## src/hdl/glyph_quad_layout_macros.svh

```systemverilog
// Assertion macros for the glyph quad layout block.
// Used by the top level; relies on clk and rst_n in the including scope.
`ifndef GLYPH_QUAD_LAYOUT_MACROS_SVH
`define GLYPH_QUAD_LAYOUT_MACROS_SVH

// Consequent must hold in the same cycle as the antecedent.
`define GQL_ASSERT_SAME(lbl, ante, cons, msg) \
  lbl: assert property (@(posedge clk) disable iff (!rst_n) (ante) |-> (cons)) \
    else $error(msg);

// Consequent must hold in the cycle after the antecedent.
`define GQL_ASSERT_NEXT(lbl, ante, cons, msg) \
  lbl: assert property (@(posedge clk) disable iff (!rst_n) (ante) |=> (cons)) \
    else $error(msg);

`endif

```

## src/hdl/gql_pkg.sv

```systemverilog
// Shared types, codes, constants and saturation helpers for glyph_quad_layout.
// No dependencies.
`timescale 1ns / 1ps
`default_nettype none

package gql_pkg;

  localparam int MAX_CHARS_DEF   = 256;
  localparam int TABLE_DEPTH_DEF = 256;

  localparam int CODE_W   = 8;
  localparam int GW_W     = 8;
  localparam int POS_W    = 16;
  localparam int PITCH_W  = 9;
  localparam int TEX_W    = 17;
  localparam int LH_W     = 12;
  localparam int VIDX_W   = 10;
  localparam int CORNER_W = 2;
  localparam int OP_W     = 2;
  localparam int CFG_IDX_W = 3;
  localparam int CFG_DAT_W = 17;
  localparam int PROD_W   = 26;
  localparam int SUM_W    = 18;

  localparam logic [OP_W-1:0] OP_WIDTH_WR = 2'd0;
  localparam logic [OP_W-1:0] OP_START    = 2'd1;
  localparam logic [OP_W-1:0] OP_CHAR     = 2'd2;

  localparam logic [CFG_IDX_W-1:0] CFG_BASE_CHAR   = 3'd0;
  localparam logic [CFG_IDX_W-1:0] CFG_ROW_PITCH   = 3'd1;
  localparam logic [CFG_IDX_W-1:0] CFG_COL_STEP    = 3'd2;
  localparam logic [CFG_IDX_W-1:0] CFG_ROW_STEP    = 3'd3;
  localparam logic [CFG_IDX_W-1:0] CFG_LINE_HEIGHT = 3'd4;

  localparam logic [CODE_W-1:0]  BASE_CHAR_RST   = 8'd32;
  localparam logic [PITCH_W-1:0] ROW_PITCH_RST   = 9'd16;
  localparam logic [TEX_W-1:0]   COL_STEP_RST    = 17'd4096;
  localparam logic [TEX_W-1:0]   ROW_STEP_RST    = 17'd4096;
  localparam logic [LH_W-1:0]    LINE_HEIGHT_RST = 12'd16;

  localparam logic [CODE_W-1:0] NEWLINE_CODE = 8'd10;
  localparam logic [TEX_W-1:0]  TEX_ONE      = 17'd65536;

  localparam logic [CORNER_W-1:0] CORNER_BL = 2'd0;
  localparam logic [CORNER_W-1:0] CORNER_BR = 2'd1;
  localparam logic [CORNER_W-1:0] CORNER_TR = 2'd2;
  localparam logic [CORNER_W-1:0] CORNER_TL = 2'd3;

  typedef struct packed {
    logic              busy;
    logic              done;
    logic [CODE_W-1:0] quot;
    logic [CODE_W-1:0] rem;
  } div_res_t;

  function automatic logic [POS_W-1:0] sat16(input logic signed [SUM_W-1:0] v);
    logic [POS_W-1:0] r;
    if (v > 18'sd32767) begin
      r = 16'h7FFF;
    end else if (v < -18'sd32768) begin
      r = 16'h8000;
    end else begin
      r = v[POS_W-1:0];
    end
    return r;
  endfunction

  function automatic logic [TEX_W-1:0] sattex(input logic [PROD_W-1:0] v);
    logic [TEX_W-1:0] r;
    if (v > PROD_W'(TEX_ONE)) begin
      r = TEX_ONE;
    end else begin
      r = v[TEX_W-1:0];
    end
    return r;
  endfunction

endpackage

`default_nettype wire

```

## src/hdl/gql_cell_div.sv

```systemverilog
// Bit-serial restoring divider that splits an atlas cell index into row and column.
// Depends on gql_pkg.
`timescale 1ns / 1ps
`default_nettype none

module gql_cell_div (
  input  wire logic                       clk,
  input  wire logic                       rst_n,
  input  wire logic                       start,
  input  wire logic [gql_pkg::CODE_W-1:0]  dividend,
  input  wire logic [gql_pkg::PITCH_W-1:0] divisor,
  output gql_pkg::div_res_t                res
);

  localparam int STEP_W = $clog2(gql_pkg::CODE_W);

  logic                        busy_r, busy_nxt;
  logic                        done_r, done_nxt;
  logic [STEP_W-1:0]           step_r, step_nxt;
  logic [gql_pkg::CODE_W-1:0]  quo_r, quo_nxt;
  logic [gql_pkg::CODE_W-1:0]  rem_r, rem_nxt;
  logic [gql_pkg::PITCH_W-1:0] div_r, div_nxt;
  logic [gql_pkg::PITCH_W-1:0] trial;
  logic                        fits;

  assign trial = {rem_r, quo_r[gql_pkg::CODE_W-1]};
  assign fits  = (trial >= div_r);

  always_comb begin
    busy_nxt = busy_r;
    done_nxt = 1'b0;
    step_nxt = step_r;
    quo_nxt  = quo_r;
    rem_nxt  = rem_r;
    div_nxt  = div_r;
    if (start) begin
      busy_nxt = 1'b1;
      step_nxt = '0;
      quo_nxt  = dividend;
      rem_nxt  = '0;
      div_nxt  = divisor;
    end else if (busy_r) begin
      quo_nxt  = {quo_r[gql_pkg::CODE_W-2:0], fits};
      rem_nxt  = fits ? gql_pkg::CODE_W'(trial - div_r) : trial[gql_pkg::CODE_W-1:0];
      step_nxt = step_r + 1'b1;
      if (step_r == STEP_W'(gql_pkg::CODE_W - 1)) begin
        busy_nxt = 1'b0;
        done_nxt = 1'b1;
      end
    end
  end

  always_ff @(posedge clk) begin
    if (!rst_n) begin
      busy_r <= 1'b0;
      done_r <= 1'b0;
      step_r <= '0;
    end else begin
      busy_r <= busy_nxt;
      done_r <= done_nxt;
      step_r <= step_nxt;
    end
  end

  always_ff @(posedge clk) begin
    quo_r <= quo_nxt;
    rem_r <= rem_nxt;
    div_r <= div_nxt;
  end

  assign res.busy = busy_r;
  assign res.done = done_r;
  assign res.quot = quo_r;
  assign res.rem  = rem_r;

endmodule

`default_nettype wire

```

## src/hdl/glyph_quad_layout.sv

```systemverilog
// Top level of the glyph quad layout block: width table memory, cursor state and vertex output.
// Depends on gql_pkg, gql_cell_div and glyph_quad_layout_macros.svh.
//
//   channel  direction  handshake            payload
//   in_      slave      in_tvalid/in_tready  in_tdata, in_tuser
//   out_     master     out_tvalid/out_tready out_tdata, out_tuser, out_tlast
//   cfg_     slave      cfg_valid/cfg_ready  cfg_index, cfg_data
//
// Width writes, start beats, newlines and dropped characters are handled in ST_IDLE,
// which stays ready for the next beat. A drawn character goes through eight divider
// steps in ST_DIV until the divider reports done, a multiply in ST_MUL and four beats
// in ST_EMIT; the next beat is taken only after the block is back in ST_IDLE.
// Reset is synchronous and active low; the width table is not cleared.
// Output stalls hold the vertex sequencer; the last vertex waits in the output register
// while the next beat is accepted.
`timescale 1ns / 1ps
`default_nettype none
`include "glyph_quad_layout_macros.svh"

module glyph_quad_layout #(
  parameter int MAX_CHARS   = gql_pkg::MAX_CHARS_DEF,
  parameter int TABLE_DEPTH = gql_pkg::TABLE_DEPTH_DEF
) (
  input  wire logic        clk,
  input  wire logic        rst_n,
  input  wire logic        in_tvalid,
  output      logic        in_tready,
  // char_code[7:0], glyph_width[15:8], origin_x[31:16], origin_y[47:32]
  input  wire logic [47:0] in_tdata,
  // op[1:0]
  input  wire logic [1:0]  in_tuser,
  output      logic        out_tvalid,
  input  wire logic        out_tready,
  // pos_x[15:0], pos_y[31:16], tex_u[48:32], tex_v[65:49], vertex_index[75:66], zeros above
  output      logic [79:0] out_tdata,
  // corner[1:0]
  output      logic [1:0]  out_tuser,
  output      logic        out_tlast,
  input  wire logic        cfg_valid,
  output      logic        cfg_ready,
  input  wire logic [2:0]  cfg_index,
  input  wire logic [16:0] cfg_data
);

  localparam int CNT_W  = $clog2(MAX_CHARS + 1);
  localparam int TBL_AW = $clog2(TABLE_DEPTH);
  localparam int POS_W  = gql_pkg::POS_W;
  localparam int TEX_W  = gql_pkg::TEX_W;
  localparam int SUM_W  = gql_pkg::SUM_W;
  localparam int PROD_W = gql_pkg::PROD_W;
  localparam int CODE_W = gql_pkg::CODE_W;

  localparam logic [1:0] ST_IDLE = 2'd0;
  localparam logic [1:0] ST_DIV  = 2'd1;
  localparam logic [1:0] ST_MUL  = 2'd2;
  localparam logic [1:0] ST_EMIT = 2'd3;

  logic [CODE_W-1:0]           base_char_r;
  logic [gql_pkg::PITCH_W-1:0] row_pitch_r;
  logic [TEX_W-1:0]            col_step_r;
  logic [TEX_W-1:0]            row_step_r;
  logic [gql_pkg::LH_W-1:0]    line_height_r;

  logic [1:0]                  state_r, state_nxt;
  logic [POS_W-1:0]            cursor_x_r, cursor_x_nxt;
  logic [POS_W-1:0]            cursor_y_r, cursor_y_nxt;
  logic [POS_W-1:0]            line_x_r, line_x_nxt;
  logic [CNT_W-1:0]            chars_r, chars_nxt;
  logic [gql_pkg::VIDX_W-1:0]  vcnt_r, vcnt_nxt;
  logic [gql_pkg::CORNER_W-1:0] corner_r, corner_nxt;

  logic [gql_pkg::GW_W-1:0]    width_mem [TABLE_DEPTH];
  logic [gql_pkg::GW_W-1:0]    wdat_r;
  logic                        wok_r;

  logic [POS_W-1:0]            x1_r, y1_r;
  logic [TEX_W-1:0]            u0_r, v0_r;

  logic                        out_tvalid_r, out_tvalid_nxt;
  logic [POS_W-1:0]            out_x_r, out_y_r;
  logic [TEX_W-1:0]            out_u_r, out_v_r;
  logic [gql_pkg::VIDX_W-1:0]  out_vidx_r;
  logic [gql_pkg::CORNER_W-1:0] out_corner_r;

  logic [gql_pkg::OP_W-1:0]    in_op;
  logic [CODE_W-1:0]           in_code;
  logic [gql_pkg::GW_W-1:0]    in_gw;
  logic [POS_W-1:0]            in_ox;
  logic [POS_W-1:0]            in_oy;
  logic                        in_acc;
  logic                        code_in_tbl;
  logic                        under_limit;
  logic                        draw_char;
  logic [CODE_W-1:0]           atlas_idx;
  logic [gql_pkg::PITCH_W-1:0] pitch;
  gql_pkg::div_res_t           div_res;
  logic [PROD_W-1:0]           prod_u, prod_v;
  logic [gql_pkg::GW_W-1:0]    glyph_w;
  logic [TEX_W-1:0]            u1, v1;
  logic                        out_load;
  logic [POS_W-1:0]            sel_x, sel_y;
  logic [TEX_W-1:0]            sel_u, sel_v;

  assign in_op   = in_tuser;
  assign in_code = in_tdata[7:0];
  assign in_gw   = in_tdata[15:8];
  assign in_ox   = in_tdata[31:16];
  assign in_oy   = in_tdata[47:32];

  assign in_tready   = (state_r == ST_IDLE);
  assign in_acc      = in_tvalid && in_tready;
  assign code_in_tbl = ({1'b0, in_code} < (CODE_W + 1)'(TABLE_DEPTH));
  assign under_limit = (chars_r < CNT_W'(MAX_CHARS));
  assign draw_char   = (in_op == gql_pkg::OP_CHAR) && under_limit &&
                       (in_code != gql_pkg::NEWLINE_CODE);
  assign atlas_idx   = in_code - base_char_r;
  assign pitch       = (row_pitch_r == '0) ? gql_pkg::PITCH_W'(1) : row_pitch_r;

  assign cfg_ready = 1'b1;

  always_ff @(posedge clk) begin
    if (!rst_n) begin
      base_char_r   <= gql_pkg::BASE_CHAR_RST;
      row_pitch_r   <= gql_pkg::ROW_PITCH_RST;
      col_step_r    <= gql_pkg::COL_STEP_RST;
      row_step_r    <= gql_pkg::ROW_STEP_RST;
      line_height_r <= gql_pkg::LINE_HEIGHT_RST;
    end else if (cfg_valid && cfg_ready) begin
      case (cfg_index)
        gql_pkg::CFG_BASE_CHAR:   base_char_r   <= cfg_data[CODE_W-1:0];
        gql_pkg::CFG_ROW_PITCH:   row_pitch_r   <= cfg_data[gql_pkg::PITCH_W-1:0];
        gql_pkg::CFG_COL_STEP:    col_step_r    <= cfg_data[TEX_W-1:0];
        gql_pkg::CFG_ROW_STEP:    row_step_r    <= cfg_data[TEX_W-1:0];
        gql_pkg::CFG_LINE_HEIGHT: line_height_r <= cfg_data[gql_pkg::LH_W-1:0];
        default: ;
      endcase
    end
  end

  always_ff @(posedge clk) begin
    if (in_acc && (in_op == gql_pkg::OP_WIDTH_WR) && code_in_tbl) begin
      width_mem[in_code[TBL_AW-1:0]] <= in_gw;
    end
    if (in_acc) begin
      wdat_r <= width_mem[in_code[TBL_AW-1:0]];
      wok_r  <= code_in_tbl;
    end
  end

  gql_cell_div u_div (
    .clk      (clk),
    .rst_n    (rst_n),
    .start    (in_acc && draw_char),
    .dividend (atlas_idx),
    .divisor  (pitch),
    .res      (div_res)
  );

  assign glyph_w = wok_r ? wdat_r : '0;
  assign prod_u  = PROD_W'(div_res.rem * col_step_r);
  assign prod_v  = PROD_W'(div_res.quot * row_step_r);

  always_ff @(posedge clk) begin
    if (state_r == ST_MUL) begin
      u0_r <= gql_pkg::sattex(prod_u);
      v0_r <= gql_pkg::sattex(prod_v);
      x1_r <= gql_pkg::sat16(SUM_W'($signed(cursor_x_r)) + $signed({10'b0, glyph_w}));
      y1_r <= gql_pkg::sat16(SUM_W'($signed(cursor_y_r)) + $signed({6'b0, line_height_r}));
    end
  end

  assign u1 = gql_pkg::sattex(PROD_W'(u0_r) + PROD_W'(col_step_r));
  assign v1 = gql_pkg::sattex(PROD_W'(v0_r) + PROD_W'(row_step_r));

  always_comb begin
    case (corner_r)
      gql_pkg::CORNER_BL: begin
        sel_x = cursor_x_r; sel_y = cursor_y_r; sel_u = u0_r; sel_v = v1;
      end
      gql_pkg::CORNER_BR: begin
        sel_x = x1_r;       sel_y = cursor_y_r; sel_u = u1;   sel_v = v1;
      end
      gql_pkg::CORNER_TR: begin
        sel_x = x1_r;       sel_y = y1_r;       sel_u = u1;   sel_v = v0_r;
      end
      default: begin
        sel_x = cursor_x_r; sel_y = y1_r;       sel_u = u0_r; sel_v = v0_r;
      end
    endcase
  end

  assign out_load = (state_r == ST_EMIT) && (!out_tvalid_r || out_tready);

  always_comb begin
    state_nxt    = state_r;
    cursor_x_nxt = cursor_x_r;
    cursor_y_nxt = cursor_y_r;
    line_x_nxt   = line_x_r;
    chars_nxt    = chars_r;
    vcnt_nxt     = vcnt_r;
    corner_nxt   = corner_r;
    case (state_r)
      ST_IDLE: begin
        if (in_acc) begin
          case (in_op)
            gql_pkg::OP_START: begin
              cursor_x_nxt = in_ox;
              line_x_nxt   = in_ox;
              cursor_y_nxt = gql_pkg::sat16(SUM_W'($signed(in_oy)) -
                                            $signed({6'b0, line_height_r}));
              chars_nxt    = '0;
              vcnt_nxt     = '0;
            end
            gql_pkg::OP_CHAR: begin
              if (under_limit) begin
                chars_nxt = chars_r + 1'b1;
                if (in_code == gql_pkg::NEWLINE_CODE) begin
                  cursor_x_nxt = line_x_r;
                  cursor_y_nxt = gql_pkg::sat16(SUM_W'($signed(cursor_y_r)) -
                                                $signed({6'b0, line_height_r}));
                end else begin
                  state_nxt = ST_DIV;
                end
              end
            end
            default: ;
          endcase
        end
      end
      ST_DIV: begin
        if (div_res.done) begin
          state_nxt = ST_MUL;
        end
      end
      ST_MUL: begin
        state_nxt  = ST_EMIT;
        corner_nxt = gql_pkg::CORNER_BL;
      end
      ST_EMIT: begin
        if (out_load) begin
          corner_nxt = corner_r + 1'b1;
          if (corner_r == gql_pkg::CORNER_TL) begin
            state_nxt    = ST_IDLE;
            vcnt_nxt     = vcnt_r + gql_pkg::VIDX_W'(4);
            cursor_x_nxt = x1_r;
          end
        end
      end
      default: state_nxt = ST_IDLE;
    endcase
  end

  always_comb begin
    out_tvalid_nxt = out_tvalid_r;
    if (out_load) begin
      out_tvalid_nxt = 1'b1;
    end else if (out_tready) begin
      out_tvalid_nxt = 1'b0;
    end
  end

  always_ff @(posedge clk) begin
    if (!rst_n) begin
      state_r      <= ST_IDLE;
      cursor_x_r   <= '0;
      cursor_y_r   <= '0;
      line_x_r     <= '0;
      chars_r      <= '0;
      vcnt_r       <= '0;
      corner_r     <= gql_pkg::CORNER_BL;
      out_tvalid_r <= 1'b0;
    end else begin
      state_r      <= state_nxt;
      cursor_x_r   <= cursor_x_nxt;
      cursor_y_r   <= cursor_y_nxt;
      line_x_r     <= line_x_nxt;
      chars_r      <= chars_nxt;
      vcnt_r       <= vcnt_nxt;
      corner_r     <= corner_nxt;
      out_tvalid_r <= out_tvalid_nxt;
    end
  end

  always_ff @(posedge clk) begin
    if (out_load) begin
      out_x_r      <= sel_x;
      out_y_r      <= sel_y;
      out_u_r      <= sel_u;
      out_v_r      <= sel_v;
      out_vidx_r   <= vcnt_r + gql_pkg::VIDX_W'(corner_r);
      out_corner_r <= corner_r;
    end
  end

  assign out_tvalid = out_tvalid_r;
  assign out_tdata  = {4'b0, out_vidx_r, out_v_r, out_u_r, out_y_r, out_x_r};
  assign out_tuser  = out_corner_r;
  assign out_tlast  = (out_corner_r == gql_pkg::CORNER_TL);

  `GQL_ASSERT_NEXT(a_char_enters_div, in_acc && draw_char, state_r == ST_DIV, "char not dividing")
  `GQL_ASSERT_SAME(a_div_done_in_div, div_res.done, state_r == ST_DIV, "divider done out of state")
  `GQL_ASSERT_SAME(a_ready_div_idle, in_tready, !div_res.busy, "ready while divider busy")
  `GQL_ASSERT_SAME(a_vidx_corner, out_tvalid_r, out_vidx_r[1:0] == out_corner_r, "vertex index skew")

endmodule

`default_nettype wire

```

## config.mk

```make
export PLATFORM = sky130hd
export DESIGN_NAME = glyph_quad_layout
export DESIGN_NICKNAME = d
export VERILOG_FILES = /design/src/hdl/gql_pkg.sv /design/src/hdl/gql_cell_div.sv /design/src/hdl/glyph_quad_layout.sv
export VERILOG_INCLUDE_DIRS = /design/src /design/src/hdl
export SDC_FILE = /design/constraint.sdc
export NUM_CORES = 2
export LEC_CHECK = 0
export BUFFER_PORTS_ARGS = -buffer_cell sky130_fd_sc_hd__buf_4
export CORE_ASPECT_RATIO = 1.25
export CORE_MARGIN = 3
export CORE_UTILIZATION = 42
export CTS_CLUSTER_SIZE = 14
export DETAILED_ROUTE_END_ITERATION = 8
export PLACE_DENSITY = 0.61
export SLEW_MARGIN = 40
export SYNTH_ARGS = -nofsm -noshare
export SYNTH_HDL_FRONTEND = slang
export SYNTH_HIERARCHICAL = 1
export SYNTH_SLANG_ARGS = --single-unit
```

## constraint.sdc

```tcl
create_clock -name clk -period 16.4 [get_ports clk]
set_input_delay 0.82 -clock clk [delete_from_list [all_inputs] [get_ports clk]]
set_output_delay 0.82 -clock clk [all_outputs]
set_load 0.01 [all_outputs]
```

Word level (Yosys, flattened, before mapping)
Memory sizes are Yosys's and may differ from the RTL's. A register that Yosys moved wholly into a read port is not among the register bits.
Index checks and enable logic that the tools add are counted.
Widths: inputs -> output; s select.
- register bits: 309
- output and inout bits: 86
- bits in writable memories: 2048
- input bits: 75
- memories kept: 1
- logic and storage cells: 174
- memories (name ; depth ; width ; read ports ; clocked after memory_dff ; write ports ; line ; text):
    width_mem ; 256 ; 8 ; 1 ; 1 ; 1 ; glyph_quad_layout.sv:72 ; logic [gql_pkg::GW_W-1:0] width_mem [TABLE_DEPTH];
- equality and inequality tests: 29
- bitwise gates (word level): 2
- $lt $le $gt $ge: 14
- add/subtract/negate cells: 13
- mux-type cells: 50
- $mul: 2
- reduce and logical (&&, ||, !) cells: 34
- operator list (kind ; number):
    $mux 16 ; 15
    $pmux 16 s2 ; 3
    $gt 17x16->1 const B ; 4
    $lt 17x16->1 const B ; 4
    $mux 17 ; 4
    $gt 25x17->1 const B ; 2
    $mul 8x17->25 ; 2
    $mux 10 ; 4
    $add 17x17->18 ; 2
    $gt 18x17->1 const B ; 2
    $sub 16x13->17 ; 2
    $mux 8 ; 3
    $pmux 10 s2 ; 1
    $pmux 9 s2 ; 1
    $add 16x13->17 ; 1
    $add 16x9->17 ; 1
    $mux 2 ; 8
    $sub 8x8->8 ; 2
    $ne 2x1->1 const B ; 7
    $reduce_and 7->1 ; 2
    $eq 2x2->1 const B ; 6
    $reduce_and 2->1 ; 6
    $add 10x2->10 ; 1
    $add 10x3->10 const B ; 1
    32 further kinds ; 60

Longest topological paths before layout
- depth after elaboration: 7
- gate-level depth with buffers: 21
- depth with buffers taken out: 18

Modules after synthesis
The synthesis kept the hierarchy.
- by module, submodules not included (module ; cells each ; seq. area each (um^2) ; area an instance (um^2) ; instances):
    glyph_quad_layout ; 5939 ; 68665.9 ; 103427.9 ; 1
    gql_cell_div ; 147 ; 770.7 ; 1611.5 ; 1

Least setup slack after synthesis
No wires, ideal clock.
- path type: register -> register
- from: reg u_div/rem_r[2] (netlist bit)
- to: reg u0_r[13] (data pin)
- arrival: 5247 ps
- period minus slack after synthesis: 5514 ps
- stages on the path, launching flop included: 20
- library setup time: 267 ps
- path slack: 10886 ps
- required time: 16133 ps
- buffers on the path: 2
- path through: dfxtp_1 > clkbuf_1 > nand2_1 > fa_1 > fa_1 > inv_1 > fa_1 > inv_1 > fa_1 > inv_1 > ha_1 > or2_2 > a21oi_1 > a311oi_2 > a2111o_1 > a21oi_1 > o21ai_0 > a31oi_1 > buf_2 > nor4b_2
- cells in the longest elaborated chain, start to end: 2
- ends and longest elaborated chain (item ; line ; text):
    start, declared ; gql_cell_div.sv:21 ; logic [gql_pkg::CODE_W-1:0] rem_r, rem_nxt;
    start signal, assigned ; gql_cell_div.sv:67 ; rem_r <= rem_nxt;
    $mul 8x17->25 (*) ; glyph_quad_layout.sv:160 ; assign prod_u = PROD_W'(div_res.rem * col_step_r);
    $gt 25x17->1 ; gql_pkg.sv:70 ; if (v > PROD_W'(TEX_ONE)) begin
    end signal, assigned ; glyph_quad_layout.sv:165 ; u0_r <= gql_pkg::sattex(prod_u);
    end, declared ; glyph_quad_layout.sv:77 ; logic [TEX_W-1:0] u0_r, v0_r;
Every way passes the cells marked *; elsewhere a longest branch is shown, timed or not.
A chain may end at the register's enable or synchronous reset.

Worst setup path in the final report
- from: reg u_div/quo_r[2] (netlist bit)
- to: reg v0_r[16] (data pin)
- cells in the longest elaborated chain, start to end: 2
- ends and longest elaborated chain (item ; line ; text):
    start, declared ; gql_cell_div.sv:20 ; logic [gql_pkg::CODE_W-1:0] quo_r, quo_nxt;
    start signal, assigned ; gql_cell_div.sv:66 ; quo_r <= quo_nxt;
    $mul 8x17->25 (*) ; glyph_quad_layout.sv:161 ; assign prod_v = PROD_W'(div_res.quot * row_step_r);
    $gt 25x17->1 ; gql_pkg.sv:70 ;
    end signal, assigned ; glyph_quad_layout.sv:166 ; v0_r <= gql_pkg::sattex(prod_v);
    end, declared ; glyph_quad_layout.sv:77 ;
Marks and branches as above.

==> impl_metrics.yaml <==
power:
  p_leak_uw: 0.0389
  clock_power_share_pct: 39.1
  sw_frac_of_total_pct: 22.9
  power_frac_comb_pct: 8.5
  irDropWorstVdd_mv: 0.0914
  internal-power_uw: 9850
  p_seq_share_pct: 52.4
  power.switching_uw: 2930
  p_total_uw: 12800
  power_density_nw_per_um2: 109
layout:
  synthToLayoutAreaGrowth_pct: 11.6
  fillers: 20572
  regArea_um2: 69400
  final_cell_mix: "edfxtp_1 (2215), mux4_2 (651), nand2_1 (377), inv_1 (293), nor2_1 (284)"
  multi_input_area_um2: 33500
  mostFrequentLayoutCell: "edfxtp_1"
  layout-drive-gt1-share_pct: 21.6
  num-nets-final: 6701
hold_path:
  hold_path.class: "in2reg"
  min_from: "in_tdata[24]"
  hold_depth: 3
  min_to: "line_x_r[8]"
timing:
  slew_headroom_pct: 40.8
  fmaxAchievable_mhz: 159
  fin_crit_ps: 6300
  finalSetupViolCount: 0
  fin_crit_sh_pct: 38.4
  rsz0062_at_grt: "no"
  setup_tns_ps: 0
  worst_pin_slew_ps: 884
  maxSlewViolCount: 0
  fin_skew_ps: 85.0
  hold_violations: 0
critical_path:
  critPathKind: "reg2reg"
  r2r_start: "u_div/quo_r[2]"
  end_kind: "flip-flop"
  crit_buf_inv: 3
  critPathTopFamily: "adder cells"
  r2r_slack_ps: 10100
  worstRegToRegCells: 16
  slowest_stage: "or4_2"
  slowest_delay_ps: 910
  critPathArrivalTime_ps: 6870
  crit_path_start: "u_div/quo_r[2]"
  start_kind: "flip-flop"
  rr_endpoint: "v0_r[16]"
  crit_fanout: 18
  cpMostUsedCell: "fa_1"
  path_cells: "nand2_1 -> fa_1 -> fa_1 -> inv_1 -> fa_1 -> inv_1 -> fa_1 -> inv_1 -> ha_1 -> or3_1 -> or3_1 -> a31oi_1 -> mux2i_1 -> o2111ai_1 -> or4_2 -> or3_1"
  crit_required_ps: 16980
synthesis:
  syn_area_per_cell_um2: 17.3
  syn_area_um2: 105000
  yosys_warnings: 6
  netlist_instances: 6085
clock_tree:
  cts.sinks: 2361
  cts.path.max_buffers: 4
  cts_hold_buf: 0
  clkLatencyLatePin_ps: 910
  htreeDepth: 4
  numCtsBuffers: 226
  cts_tree: "yes"
  clkTransAtPathRegs_ps: 60
  cts_setup_buffers: 0
  clockRootBuffer: "clkbuf_16"
  cts_resized: 0
floorplan:
  ios: 161
  num_rows: 204
  die_w_um: 453
  die_h_um: 565
  core_area_um2: 248000
  die_area_um2: 256000
  initial_core_util_pct: 42.4
route:
  vias: 55541
  first_iter_violations: 4721
  avgRoutedWirePerCell_um: 27.2
  viasPerCell: 5.72
  ant_nets: 0
  drc_errors: 0
  dr.pass1.iters: 6
  wirelength_mm: 264
placement:
  io_buffers: 155
  place_congestion: 0.864
  hpwl_mm: 170
run:
  drv_cap: 0
global_routing:
  antenna_found_initial: 8
  track_usage_pct: 20.5
  globalRouteOverflowTotal: 0
  grt_pass1_vias: 57117
  grt_pass1_wl_mm: 392
  grt_max_degree: 153
run_status:
  outcome: "finished clean"
layer usage:
layer	global-route usage, %	vias up	part of all wire, %
li1	-	23953	-
met1	26.6	29367	39
met2	35.8	1818	52
met3	3.11	401	6.3
met4	6.13	2	3.2
met5	0	-	0.0049
how the worst max path moves through the flow:
stage	to	slack (ps)	cells after the start
floorplan	u0_r[13]	10890	19
global placement	v0_r[16]	9960	16
detailed placement	v0_r[16]	10040	16
CTS	v0_r[16]	10020	16
global route	v0_r[3]	9660	16
finish	v0_r[16]	10100	16
stage by stage:
step	utilization [%]	area (µm²)	hold WS, ps	instances	worst slack, ps
4_1_cts	47.2	117000	131	9703	10020
5_1_grt	47.3	117000	164	9708	9660
3_3_place_gp	44.3	110000	447	9302	9960
2_1_floorplan	-	105000	443	6088	10890
3_5_place_dp	44.4	110000	453	9307	10040
6_report	47.3	117000	194	9709	10100
power by group through the flow:
stage | sequential [µW] | clock, µW | combinational (µW)
global placement | 6820 | 0 | 1070
detailed placement | 6820 | 0 | 1090
CTS | 6690 | 5100 | 1100
global route | 6700 | 5320 | 1180
finish | 6690 | 5000 | 1090
floorplan | 6790 | 0 | 692
layout make-up:
cell class,count,share of cell area [%]
clock inverter,111,0.766
antenna,2,0.00427
multi-input combinational,3110,28.5
timing repair buffer,251,1.89
clock buffer,285,5.14
tap,3296,3.52
inverter,293,0.938
sequential,2361,59.2
tightest hold or removal path, delay by kind of cell:
kind                   cells  cell delay (ps)
AO/OA/AOI/OAI              1               60
buffers and inverters      1              110
AND/OR/NAND/NOR            1               40
flip-flops by register name (all words and copies together), names as in the netlist, 9 cells and up:
register	cells
width_mem	2048
out_v_r	17
cursor_x_r	16
col_step_r	17
y1_r	16
out_u_r	17
v0_r	17
out_y_r	16
row_pitch_r	9
chars_r	9
line_height_r	12
u_div/div_r	9
row_step_r	17
out_x_r	16
cursor_y_r	16
u0_r	17
out_vidx_r	10
line_x_r	16
x1_r	16
Power figures use the tool's default switching activity.
